**src/sv/urldec_pkg.sv**
```systemverilog
package urldec_pkg;

  localparam logic [7:0] CH_PLUS    = 8'h2B;
  localparam logic [7:0] CH_PERCENT = 8'h25;
  localparam logic [7:0] CH_SPACE   = 8'h20;
  localparam logic [7:0] CH_QMARK   = 8'h3F;
  localparam logic [7:0] CH_ZERO    = 8'h30;
  localparam logic [7:0] CH_NINE    = 8'h39;
  localparam logic [7:0] CH_UPPER_A = 8'h41;
  localparam logic [7:0] CH_UPPER_F = 8'h46;
  localparam logic [7:0] CH_LOWER_A = 8'h61;
  localparam logic [7:0] CH_LOWER_F = 8'h66;
  localparam logic [3:0] HEX_TEN    = 4'd10;

  typedef struct packed {
    logic [7:0] data;
    logic       last;
  } urldec_word_t;

  function automatic logic [3:0] hex_value(input logic [7:0] b);
    logic [7:0] diff;
    begin
      diff = 8'h00;
      if (b >= CH_ZERO && b <= CH_NINE) begin
        diff = b - CH_ZERO;
        hex_value = diff[3:0];
      end else if (b >= CH_UPPER_A && b <= CH_UPPER_F) begin
        diff = b - CH_UPPER_A;
        hex_value = diff[3:0] + HEX_TEN;
      end else if (b >= CH_LOWER_A && b <= CH_LOWER_F) begin
        diff = b - CH_LOWER_A;
        hex_value = diff[3:0] + HEX_TEN;
      end else begin
        hex_value = 4'h0;
      end
    end
  endfunction

endpackage

```
**src/sv/url_percent_decoder.sv**
```systemverilog
// url percent decoder
// input channel: in_valid/in_ready carry one encoded byte (in_byte) and an
//   end-of-string mark (in_last) per word
// output channel: out_valid/out_ready carry one result word per input word:
//   has_byte says whether out_byte holds a decoded byte, out_last echoes in_last
// config channel: cfg_valid/cfg_ready write keep_high_bytes from cfg_data;
//   cfg_ready is always high, write only while no word is in flight
// '+' gives a space, '%' opens a two-digit hex escape, other bytes pass through;
//   decoded values below 0x20, and 0x80-0xff unless keep_high_bytes, give '?'
// path: an accepted word goes into the input register, then is decoded into
//   the result register, which drives the output
// throughput: one word per cycle while out_ready is high, set by the single decode stage
// reset: clears the escape state, keep_high_bytes and both valid flags
// a stalled receiver holds the result register; one more word still enters
//   the input register, then in_ready drops until out_ready returns
module url_percent_decoder
  import urldec_pkg::*;
(
  input  logic       clk,
  input  logic       rst,
  input  logic       cfg_valid,
  output logic       cfg_ready,
  input  logic       cfg_data,
  input  logic       in_valid,
  output logic       in_ready,
  input  logic [7:0] in_byte,
  input  logic       in_last,
  output logic       out_valid,
  input  logic       out_ready,
  output logic       has_byte,
  output logic [7:0] out_byte,
  output logic       out_last
);

  logic         keep_high_bytes;
  logic         s_valid;
  logic         s_ready;
  urldec_word_t in_word;
  urldec_word_t s_word;

  assign cfg_ready    = 1'b1;
  assign in_word.data = in_byte;
  assign in_word.last = in_last;

  always_ff @(posedge clk) begin
    if (rst) begin
      keep_high_bytes <= 1'b0;
    end else if (cfg_valid && cfg_ready) begin
      keep_high_bytes <= cfg_data;
    end
  end

  urldec_in_reg u_in_reg (
    .clk      (clk),
    .rst      (rst),
    .in_valid (in_valid),
    .in_ready (in_ready),
    .in_word  (in_word),
    .s_valid  (s_valid),
    .s_ready  (s_ready),
    .s_word   (s_word)
  );

  urldec_decode u_decode (
    .clk             (clk),
    .rst             (rst),
    .keep_high_bytes (keep_high_bytes),
    .s_valid         (s_valid),
    .s_ready         (s_ready),
    .s_word          (s_word),
    .out_valid       (out_valid),
    .out_ready       (out_ready),
    .has_byte        (has_byte),
    .out_byte        (out_byte),
    .out_last        (out_last)
  );

endmodule

```
**src/sv/urldec_in_reg.sv**
```systemverilog
module urldec_in_reg
  import urldec_pkg::*;
(
  input  logic         clk,
  input  logic         rst,
  input  logic         in_valid,
  output logic         in_ready,
  input  urldec_word_t in_word,
  output logic         s_valid,
  input  logic         s_ready,
  output urldec_word_t s_word
);

  logic         valid;
  urldec_word_t word;

  assign in_ready = !valid || s_ready;
  assign s_valid  = valid;
  assign s_word   = word;

  always_ff @(posedge clk) begin
    if (rst) begin
      valid <= 1'b0;
    end else if (in_ready) begin
      valid <= in_valid;
    end
  end

  always_ff @(posedge clk) begin
    if (in_valid && in_ready) begin
      word <= in_word;
    end
  end

endmodule

```
**src/sv/urldec_decode.sv**
```systemverilog
module urldec_decode
  import urldec_pkg::*;
(
  input  logic         clk,
  input  logic         rst,
  input  logic         keep_high_bytes,
  input  logic         s_valid,
  output logic         s_ready,
  input  urldec_word_t s_word,
  output logic         out_valid,
  input  logic         out_ready,
  output logic         has_byte,
  output logic [7:0]   out_byte,
  output logic         out_last
);

  logic       in_escape, in_escape_next;
  logic       digits_seen, digits_seen_next;
  logic [3:0] high_nibble, high_nibble_next;
  logic       valid;
  logic       has, has_next;
  logic [7:0] ob, ob_next;
  logic       last;
  logic       advance;
  logic [3:0] digit;
  logic [7:0] value;
  logic       bad;

  assign s_ready   = !valid || out_ready;
  assign advance   = s_valid && s_ready;
  assign out_valid = valid;
  assign has_byte  = has;
  assign out_byte  = ob;
  assign out_last  = last;

  assign digit = hex_value(s_word.data);
  assign value = {high_nibble, digit};
  assign bad   = (value < CH_SPACE) || (value[7] && !keep_high_bytes);

  always_comb begin
    in_escape_next   = in_escape;
    digits_seen_next = digits_seen;
    high_nibble_next = high_nibble;
    has_next         = 1'b0;
    ob_next          = 8'h00;
    if (s_word.data == CH_PLUS) begin
      has_next = 1'b1;
      ob_next  = CH_SPACE;
    end else if (s_word.data == CH_PERCENT) begin
      in_escape_next   = 1'b1;
      digits_seen_next = 1'b0;
      high_nibble_next = 4'h0;
    end else if (in_escape) begin
      if (!digits_seen) begin
        high_nibble_next = digit;
        digits_seen_next = 1'b1;
      end else begin
        has_next         = 1'b1;
        ob_next          = bad ? CH_QMARK : value;
        in_escape_next   = 1'b0;
        digits_seen_next = 1'b0;
        high_nibble_next = 4'h0;
      end
    end else begin
      has_next = 1'b1;
      ob_next  = s_word.data;
    end
    // end of string drops any open escape
    if (s_word.last) begin
      in_escape_next   = 1'b0;
      digits_seen_next = 1'b0;
      high_nibble_next = 4'h0;
    end
  end

  always_ff @(posedge clk) begin
    if (rst) begin
      in_escape   <= 1'b0;
      digits_seen <= 1'b0;
      high_nibble <= 4'h0;
      valid       <= 1'b0;
    end else begin
      if (advance) begin
        in_escape   <= in_escape_next;
        digits_seen <= digits_seen_next;
        high_nibble <= high_nibble_next;
      end
      if (s_ready) begin
        valid <= s_valid;
      end
    end
  end

  always_ff @(posedge clk) begin
    if (advance) begin
      has  <= has_next;
      ob   <= ob_next;
      last <= s_word.last;
    end
  end

endmodule

```
**config.mk**
```make
export PLATFORM = sky130hd
export DESIGN_NAME = url_percent_decoder
export DESIGN_NICKNAME = d
export VERILOG_FILES = /design/src/sv/urldec_pkg.sv /design/src/sv/url_percent_decoder.sv /design/src/sv/urldec_in_reg.sv /design/src/sv/urldec_decode.sv
export SDC_FILE = /design/constraint.sdc
export NUM_CORES = 1
export LEC_CHECK = 0
export BUFFER_PORTS_ARGS = -buffer_cell sky130_fd_sc_hd__buf_2
export CAP_MARGIN = 20
export CORE_MARGIN = 10
export CORE_UTILIZATION = 30
export DETAILED_ROUTE_END_ITERATION = 16
export PLACE_DENSITY = 0.57
export SETUP_SLACK_MARGIN = 0.1
export SLEW_MARGIN = 5
export SYNTH_ARGS = -nofsm -noshare
export SYNTH_HDL_FRONTEND = slang
export SYNTH_HIERARCHICAL = 1
export SYNTH_SLANG_ARGS = --single-unit
```
**constraint.sdc**
```tcl
create_clock -name clk -period 2.96 [get_ports clk]
set_input_delay 0.74 -clock clk [delete_from_list [all_inputs] [get_ports clk]]
set_output_delay 0.74 -clock clk [all_outputs]
set_load 0.1 [all_outputs]
```
==> summary.md, run 1 <==
| Metric | Value |
|---|---|
| Final period util | `79.0%` |
| Complex-gate fraction of the synthesized area | `21.1%` |
| Synth Net Count | `142` |
| Crit path time final | `2.34 ns` |
| HP Start | `u_decode/high_nibble[0]` |
| #FFs+latches synth | `28` |
| Crit. End Element | `primary output` |
| DR WL/cell | `15.0 µm` |
| CP most frequent cell | `buf_2` |
| Pin count of the biggest net entering global routing | `17` |
| Peak supply drop | `0.240 mV` |
| Die span in x | `88.1 µm` |
| Routed wire length | `3040 µm` |
| Final nets | `170` |
| Initial Util | `31.5%` |
| Total GRT Usage | `8.21%` |
| Leakage power | `0.611 nW` |
| Hold Path Class | `register to register` |
| Power Density | `507 nW/µm²` |
| CTS buffer count | `3` |
| Placed Cells | `199` |
| CP required | `2.22 ns` |
| Drt pass-1 iters | `4` |
| DP HPWL | `2440 µm` |
| Number of global-route vias before repair | `1,082` |
| CTS tree | `yes` |
| Clock skew | `0.00463 ns` |
| DR iter-0 viols | `141` |
| Clock Path Buffers | `2` |
| Synth Area per Inst | `11.2 µm²` |
| First-pass GRT wire length | `5110 µm` |
| Sw Ratio | `26.1%` |
| Top FF cell, synth | `edfxtp_1` |
| RSZ-0062 raised after global routing | `no` |
| Fmax achieved | `428 MHz` |
| DRT antenna net count | `0` |
| # diodes | `0` |
| GR Layer Usage met3 | `1.67%` |
| Vias | `1,070` |
| Worst-path cell chain | `buf_2, nand2b_1, nand2b_4, buf_2` |
| Startpoint Class | `input pin` |
| # IOs | `28` |
| Hold endpoint | `u_decode/high_nibble[0]` |
| Post-layout util | `37.0%` |
| P_int | `0.000611 W` |
| Final setup viols | `0` |
| Quantity of I/O buffers inserted on ports | `26` |
| Register area share after synthesis | `53.9%` |
| Max Cap Viol | `0` |
| Hold_buf cts | `0` |
| Path depth of the worst reg2reg path | `5` |
| Core area | `4410 µm²` |
| Share of cells above drive strength 1 | `25.2%` |
| Met2 usage | `12.6%` |
| Row count | `24` |
| Worst hold stages | `1` |
| Post-synthesis simple-gate area fraction | `17.2%` |
| Most common cell in the netlist | `edfxtp_1` |
| CTS HTree Levels | `1` |
| Commonest cells post-synth | `edfxtp_1, nor2_1, a21oi_1, dfxtp_1` |
| Post_cts resized | `0` |
| R2r endpoint | `u_decode/high_nibble[1]` |
| Post CTS Setup Buffer Count | `0` |
| Critical R2R Launch | `u_in_reg/s_word[1]` |
| Fin. Hold Viols | `0` |
| Mux contribution to synthesized area | `1.53%` |
| Global placement routability congestion | `0.858` |
| Share of the synthesized area in the top cell type | `41.0%` |
| Slowest cell on the critical path | `buf_2` |
| Final hold slack | `0.532 ns` |
| Flop2flop setup slack | `1.06 ns` |
| Drt drc | `0` |
| Area of the mapped netlist | `1390 µm²` |
| CTS root buf | `clkbuf_8` |
| Seq pwr share | `54.4%` |
| Critical path class | `input pin to primary output` |
| Routed vias/inst | `5.27` |
| DIE AREA | `7770 µm²` |
| Cell accounting for the most synthesized area | `edfxtp_1` |
| Die height | `88.1 µm` |
| CP Max Fanout | `5` |
| Grt ovf | `0` |
| XOR/XNOR Fraction of Synth Area | `0%` |
| Ys Warns | `6` |
| Routing usage on met1 | `10.5%` |
| Initial antenna violation count | `0` |
| Async S/R FF share, synth | `0%` |
| Final setup TNS | `0 ns` |
| Largest family of logic cells by synthesized area | `compound AO/OA/AOI/OAI gates` |
| Worst-Skew Late Latency | `0.27 ns` |
| Top cells by area, synth | `edfxtp_1, dfxtp_1, a21oi_1` |
| Slowest Stage Delay on Critical Path | `0.43 ns` |
| Clock network fraction of total power | `32.0%` |
| Cell variety after synth | `42` |
| GR peak layer | `met2` |
| Non-Filler Instances | `203` |
| Net switching power | `0.000216 W` |
| Status | `complete, no violations` |
| CP Data Arrival Time | `1.60 ns` |
| Post-synth EDFFs | `19` |
| Adder-Cell Fraction of Synth Area | `2.70%` |
| Clock transition at the registers of the reported paths | `0.10 ns` |
| Power share of the combinational group | `13.5%` |
| Clock Sinks | `28` |
| Final Max Tran Viols | `0` |
| Post-synthesis cell count | `124` |
| Area added between synthesis and finish | `17.3%` |
state kept, by name, summed over array words and instances, names as in the netlist:
name and cells:
keep_high_bytes 1, u_decode/digits_seen 1, u_decode/has_byte 1, u_decode/high_nibble 4, u_decode/in_escape 1, u_decode/out_byte 8
u_decode/out_last 1, u_decode/out_valid 1, u_in_reg/s_valid 1, u_in_reg/s_word 9
metal layers:
layer / share of wire [%] / wire length [µm]
met5: 0 / 0
met4: 2.0 / 62
met3: 6.8 / 206
met2: 45 / 1380
met1: 46 / 1390
power groups by stage:
stage,combinational (W),sequential [W],clock (W)
after floorplan,0.0000445,0.000501,0
after global placement,0.000111,0.000459,0
after detailed placement,0.000113,0.000460,0
after CTS,0.000113,0.000451,0.000272
after global routing,0.000120,0.000453,0.000294
final,0.000112,0.000450,0.000265
worst max-delay path, delay by kind of cell:
family / cells / cell delay [ns]
buffers and inverters: 2 / 0.51
and+or+nand+nor: 2 / 0.35
placed cells by master, fill, tap and decap left out, types with 2 or more instances in the layout:
cell type / synthesis / final
a21oi_1: 9 / 9
a21oi_2: 2 / 2
a31oi_1: 3 / 3
a32o_1: 3 / 3
a32oi_1: 2 / 2
and3b_1: 2 / 2
buf_2: 1 / 26
clkbuf_8: 0 / 3
dfxtp_1: 9 / 9
edfxtp_1: 19 / 19
ha_1: 3 / 3
inv_1: 7 / 7
nand2_1: 7 / 7
nand2b_1: 4 / 4
nand3_1: 2 / 2
nor2_1: 10 / 10
nor2b_1: 3 / 3
nor4b_1: 2 / 2
o21a_1: 2 / 2
o21ai_0: 7 / 7
o311ai_0: 3 / 3
o31ai_1: 2 / 2
how the worst max path moves through the flow:
stage | startpoint | to | slack [ns] | cells after the start
global route | out_ready | in_ready | 0.58 | 4
CTS | out_ready | in_ready | 0.61 | 4
detailed placement | out_ready | in_ready | 0.61 | 4
global placement | out_ready | in_ready | 0.66 | 4
finish | out_ready | in_ready | 0.62 | 4
floorplan | u_decode/out_valid | in_ready | 0.70 | 2
logic make-up after synthesis:
logic type	after synthesis
adders and majority gates	3
AOI/OAI and AO/OA	42
buffers and inverters	10
DFF	28
muxes	2
other	1
and+or+nand+nor	38
per-stage QoR:
| stage | power (W) | setup slack, ns | area, µm² |
|---|---|---|---|
| 6_report | 0.000828 | 0.622 | 1630 |
| 5_1_grt | 0.000868 | 0.585 | 1630 |
| 4_1_cts | 0.000835 | 0.611 | 1630 |
| 3_5_place_dp | 0.000572 | 0.614 | 1570 |
| 3_3_place_gp | 0.000570 | 0.659 | 1570 |
| 2_1_floorplan | 0.000546 | 0.698 | 1390 |
cell type report:
type	count	area, µm²
sequential	28	751
tap	52	65.1
inverter	7	26.3
multi-input combinational	86	596
timing repair buffer	26	130
clock buffer	4	66.3
fill	445	2780
Power figures use the tool's default switching activity.
==> run 2, diff against run 1 <==
--- a/config.mk
+++ b/config.mk
@@ -5,12 +5,13 @@
 export SDC_FILE = /design/constraint.sdc
 export NUM_CORES = 1
 export LEC_CHECK = 0
+export ABC_AREA = 1
 export BUFFER_PORTS_ARGS = -buffer_cell sky130_fd_sc_hd__buf_2
 export CAP_MARGIN = 20
 export CORE_MARGIN = 10
 export CORE_UTILIZATION = 30
 export DETAILED_ROUTE_END_ITERATION = 16
-export PLACE_DENSITY = 0.57
+export PLACE_DENSITY = 0.59
 export SETUP_SLACK_MARGIN = 0.1
 export SLEW_MARGIN = 5
 export SYNTH_ARGS = -nofsm -noshare
==> constraint.sdc (replaced) <==
create_clock -name clk -period 2.06 [get_ports clk]
set_input_delay 0.515 -clock clk [delete_from_list [all_inputs] [get_ports clk]]
set_output_delay 0.515 -clock clk [all_outputs]
set_load 0.1 [all_outputs]
==> run 2 against run 1 <==
Compared with the run above:
- combinational power is 60% higher
- global-route usage is 0.81 points lower
- final cell count is 18% higher
- clock skew is 0.0022 ns higher
- register-to-register slack worse by 0.76 ns
- utilization is 0.34 points higher
- area after synthesis is 0.54% lower
- sequential share of layout area is 0.34 points lower
- design area is 0.92% higher
- critical path type is now register to register
- critical endpoint is now u_decode/out_byte[3]
- largest cell class unchanged
==> summary.md, run 2 <==
| Metric | Value |
|---|---|
| Share of cells above drive strength 1 | `29.4%` |
| Met2 usage | `11.9%` |
| Vias | `1,085` |
| CTS tree | `yes` |
| # IOs | `28` |
| Async S/R FF share, synth | `0%` |
| Flip-flop count of the largest register after layout | `9` |
| Power share of the combinational group | `15.9%` |
| Fmax achieved | `567 MHz` |
| First-pass GRT wire length | `4670 µm` |
| Routing usage on met1 | `8.99%` |
| Cell variety after synth | `26` |
| Most common cell after layout, fill and taps aside | `nand2_1` |
| Power Density | `683 nW/µm²` |
| Status | `complete, no violations` |
| GR Layer Usage met3 | `1.95%` |
| Synth Net Count | `175` |
| Ys Warns | `6` |
| Final period util | `85.6%` |
| Worst setup startpoint | `u_in_reg/s_word[1]` |
| Final nets | `206` |
| Cell accounting for the most synthesized area | `edfxtp_1` |
| CTS root buf | `clkbuf_8` |
| Clock Path Buffers | `2` |
| Clock transition at the registers of the reported paths | `0.09 ns` |
| Hold_buf cts | `0` |
| Area of the mapped netlist | `1390 µm²` |
| Initial antenna violation count | `0` |
| Flop2flop setup slack | `0.30 ns` |
| GR peak layer | `met2` |
| Path depth of the worst reg2reg path | `11` |
| DIE AREA | `7730 µm²` |
| Slowest cell on the critical path | `edfxtp_1` |
| Commonest cells after routing, fill and taps aside | `nand2_1, buf_2, edfxtp_1` |
| Critical path class | `register to register` |
| #FFs+latches synth | `28` |
| Pin count of the biggest net entering global routing | `16` |
| DP HPWL | `2170 µm` |
| DR WL/cell | `11.6 µm` |
| Die span in x | `87.9 µm` |
| Area added between synthesis and finish | `19.1%` |
| Register area share after synthesis | `54.2%` |
| Die height | `87.9 µm` |
| Clock network fraction of total power | `27.0%` |
| Slowest Stage Delay on Critical Path | `0.47 ns` |
| Post-synthesis cell count | `157` |
| Levels on crit path | `11` |
| Peak supply drop | `0.239 mV` |
| Core area | `4410 µm²` |
| CP most frequent cell | `nand2_1` |
| Grt ovf | `0` |
| Max Cap Viol | `0` |
| Synth Area per Inst | `8.82 µm²` |
| Worst-Skew Late Latency | `0.27 ns` |
| Seq pwr share | `57.1%` |
| Post CTS Setup Buffer Count | `0` |
| Critical R2R Launch | `u_in_reg/s_word[1]` |
| Commonest cells post-synth | `nand2_1, edfxtp_1, inv_1` |
| Clock Sinks | `28` |
| Share of the synthesized area in the top cell type | `41.2%` |
| CP Data Arrival Time | `1.79 ns` |
| Buf/Inv on CP | `2` |
| Net switching power | `0.000319 W` |
| Leakage power | `0.719 nW` |
| Clock skew | `0.00679 ns` |
| CP Capture Point | `u_decode/out_byte[3]` |
| Sw Ratio | `28.3%` |
| CTS HTree Levels | `1` |
| Initial Util | `31.4%` |
| Crit. End Element | `register` |
| Total GRT Usage | `7.40%` |
| RSZ-0062 raised after global routing | `no` |
| R2r endpoint | `u_decode/out_byte[3]` |
| CP Max Fanout | `6` |
| Place WS | `0.333 ns` |
| # diodes | `0` |
| Worst setup margin | `0.296 ns` |
| Worst-path cell chain | `ha_1, inv_1, nand3_1, nand2_1, clkinv_1, nand2_2, nand2_2, o21ai_0, nand2_1, nand2_1, a21oi_1` |
| Post_cts resized | `0` |
| Post-synth EDFFs | `19` |
| Top FF cell, synth | `edfxtp_1` |
| Fillers | `453` |
| Crit path time final | `1.76 ns` |
| Row count | `24` |
| Routed wire length | `2770 µm` |
| Final setup viols | `0` |
| Number of global-route vias before repair | `1,085` |
| Quantity of I/O buffers inserted on ports | `26` |
| CTS buffer count | `3` |
| CP required | `2.08 ns` |
| DRT antenna net count | `0` |
| Top cells by area, synth | `edfxtp_1, dfxtp_1, nand2_1` |
| Critical path's top delay family | `flip-flops` |
| DR iter-0 viols | `93` |
| Fin. Hold Viols | `0` |
| Hold Path Class | `input pin to register` |
| Global placement routability congestion | `0.816` |
| Drt pass-1 iters | `4` |
| Drt drc | `0` |
| Routed vias/inst | `4.54` |
| Startpoint Class | `register` |
| P_int | `0.000807 W` |
| Most common cell in the netlist | `nand2_1` |
| Final setup TNS | `0 ns` |
| Final Max Tran Viols | `0` |
[run 2: cell families after synthesis]
logic type,after synthesis,share of synthesized area [%]
AND/OR/NAND/NOR,71,24.0
flip-flops,28,54.2
AO/OA/AOI/OAI,27,11.2
buffers and inverters,27,7.59
adder cells (fa/ha/maj),3,2.71
other,1,0.271
[run 2: routing by layer]
metal	wire, µm	vias up
li1	-	573
met1	1310	481
met2	1270	29
met3	169	2
met4	15	0
met5	0	-
[run 2: worst reg2reg max path: cells and delay by family (launching register included)]
| kind | cells | cell delay [ns] |
|---|---|---|
| DFF | 1 | 0.47 |
| and+or+nand+nor | 6 | 0.45 |
| adders and majority gates | 1 | 0.25 |
| AOI/OAI and AO/OA | 2 | 0.19 |
| buffers and inverters | 2 | 0.15 |
[run 2: area by class of cell]
cell class	count	area [µm²]	share of cell area [%]
multi-input combinational	102	533	32.3
timing repair buffer	28	160	9.71
sequential	28	752	45.6
tap	52	65.1	3.95
inverter	25	93.8	5.69
clock buffer	4	45.0	2.73
[run 2: worst min-delay path by stage]
stage / startpoint / to / slack (ns) / cells after the start
after detailed placement: u_in_reg/s_word[0] / u_decode/out_last / 0.44 / 0
after global placement: u_in_reg/s_word[0] / u_decode/out_last / 0.43 / 0
after CTS: in_byte[3] / u_in_reg/s_word[4] / 0.40 / 1
final: in_byte[2] / u_in_reg/s_word[3] / 0.41 / 1
after floorplan: u_in_reg/s_word[0] / u_decode/out_last / 0.43 / 0
after global routing: in_last / u_in_reg/s_word[0] / 0.40 / 1
[run 2: metrics by stage]
| step | std cells | util [%] | total power, W | instance area [µm²] | hold WS (ns) |
|---|---|---|---|---|---|
| after floorplan | 157 | - | 0.000793 | 1390 | 0.426 |
| after global placement | 235 | 36.3 | 0.000836 | 1600 | 0.431 |
| after detailed placement | 235 | 36.3 | 0.000837 | 1600 | 0.441 |
| after CTS | 239 | 37.4 | 0.00114 | 1650 | 0.401 |
| after global routing | 239 | 37.4 | 0.00118 | 1650 | 0.399 |
| final | 239 | 37.4 | 0.00113 | 1650 | 0.408 |
[run 2: power groups by stage]
stage | registers (W) | clock network, W | logic, W
3_5_place_dp | 0.000656 | 0 | 0.000180
6_report | 0.000643 | 0.000304 | 0.000179
5_1_grt | 0.000647 | 0.000339 | 0.000194
2_1_floorplan | 0.000724 | 0 | 0.0000688
3_3_place_gp | 0.000656 | 0 | 0.000179
4_1_cts | 0.000643 | 0.000316 | 0.000181
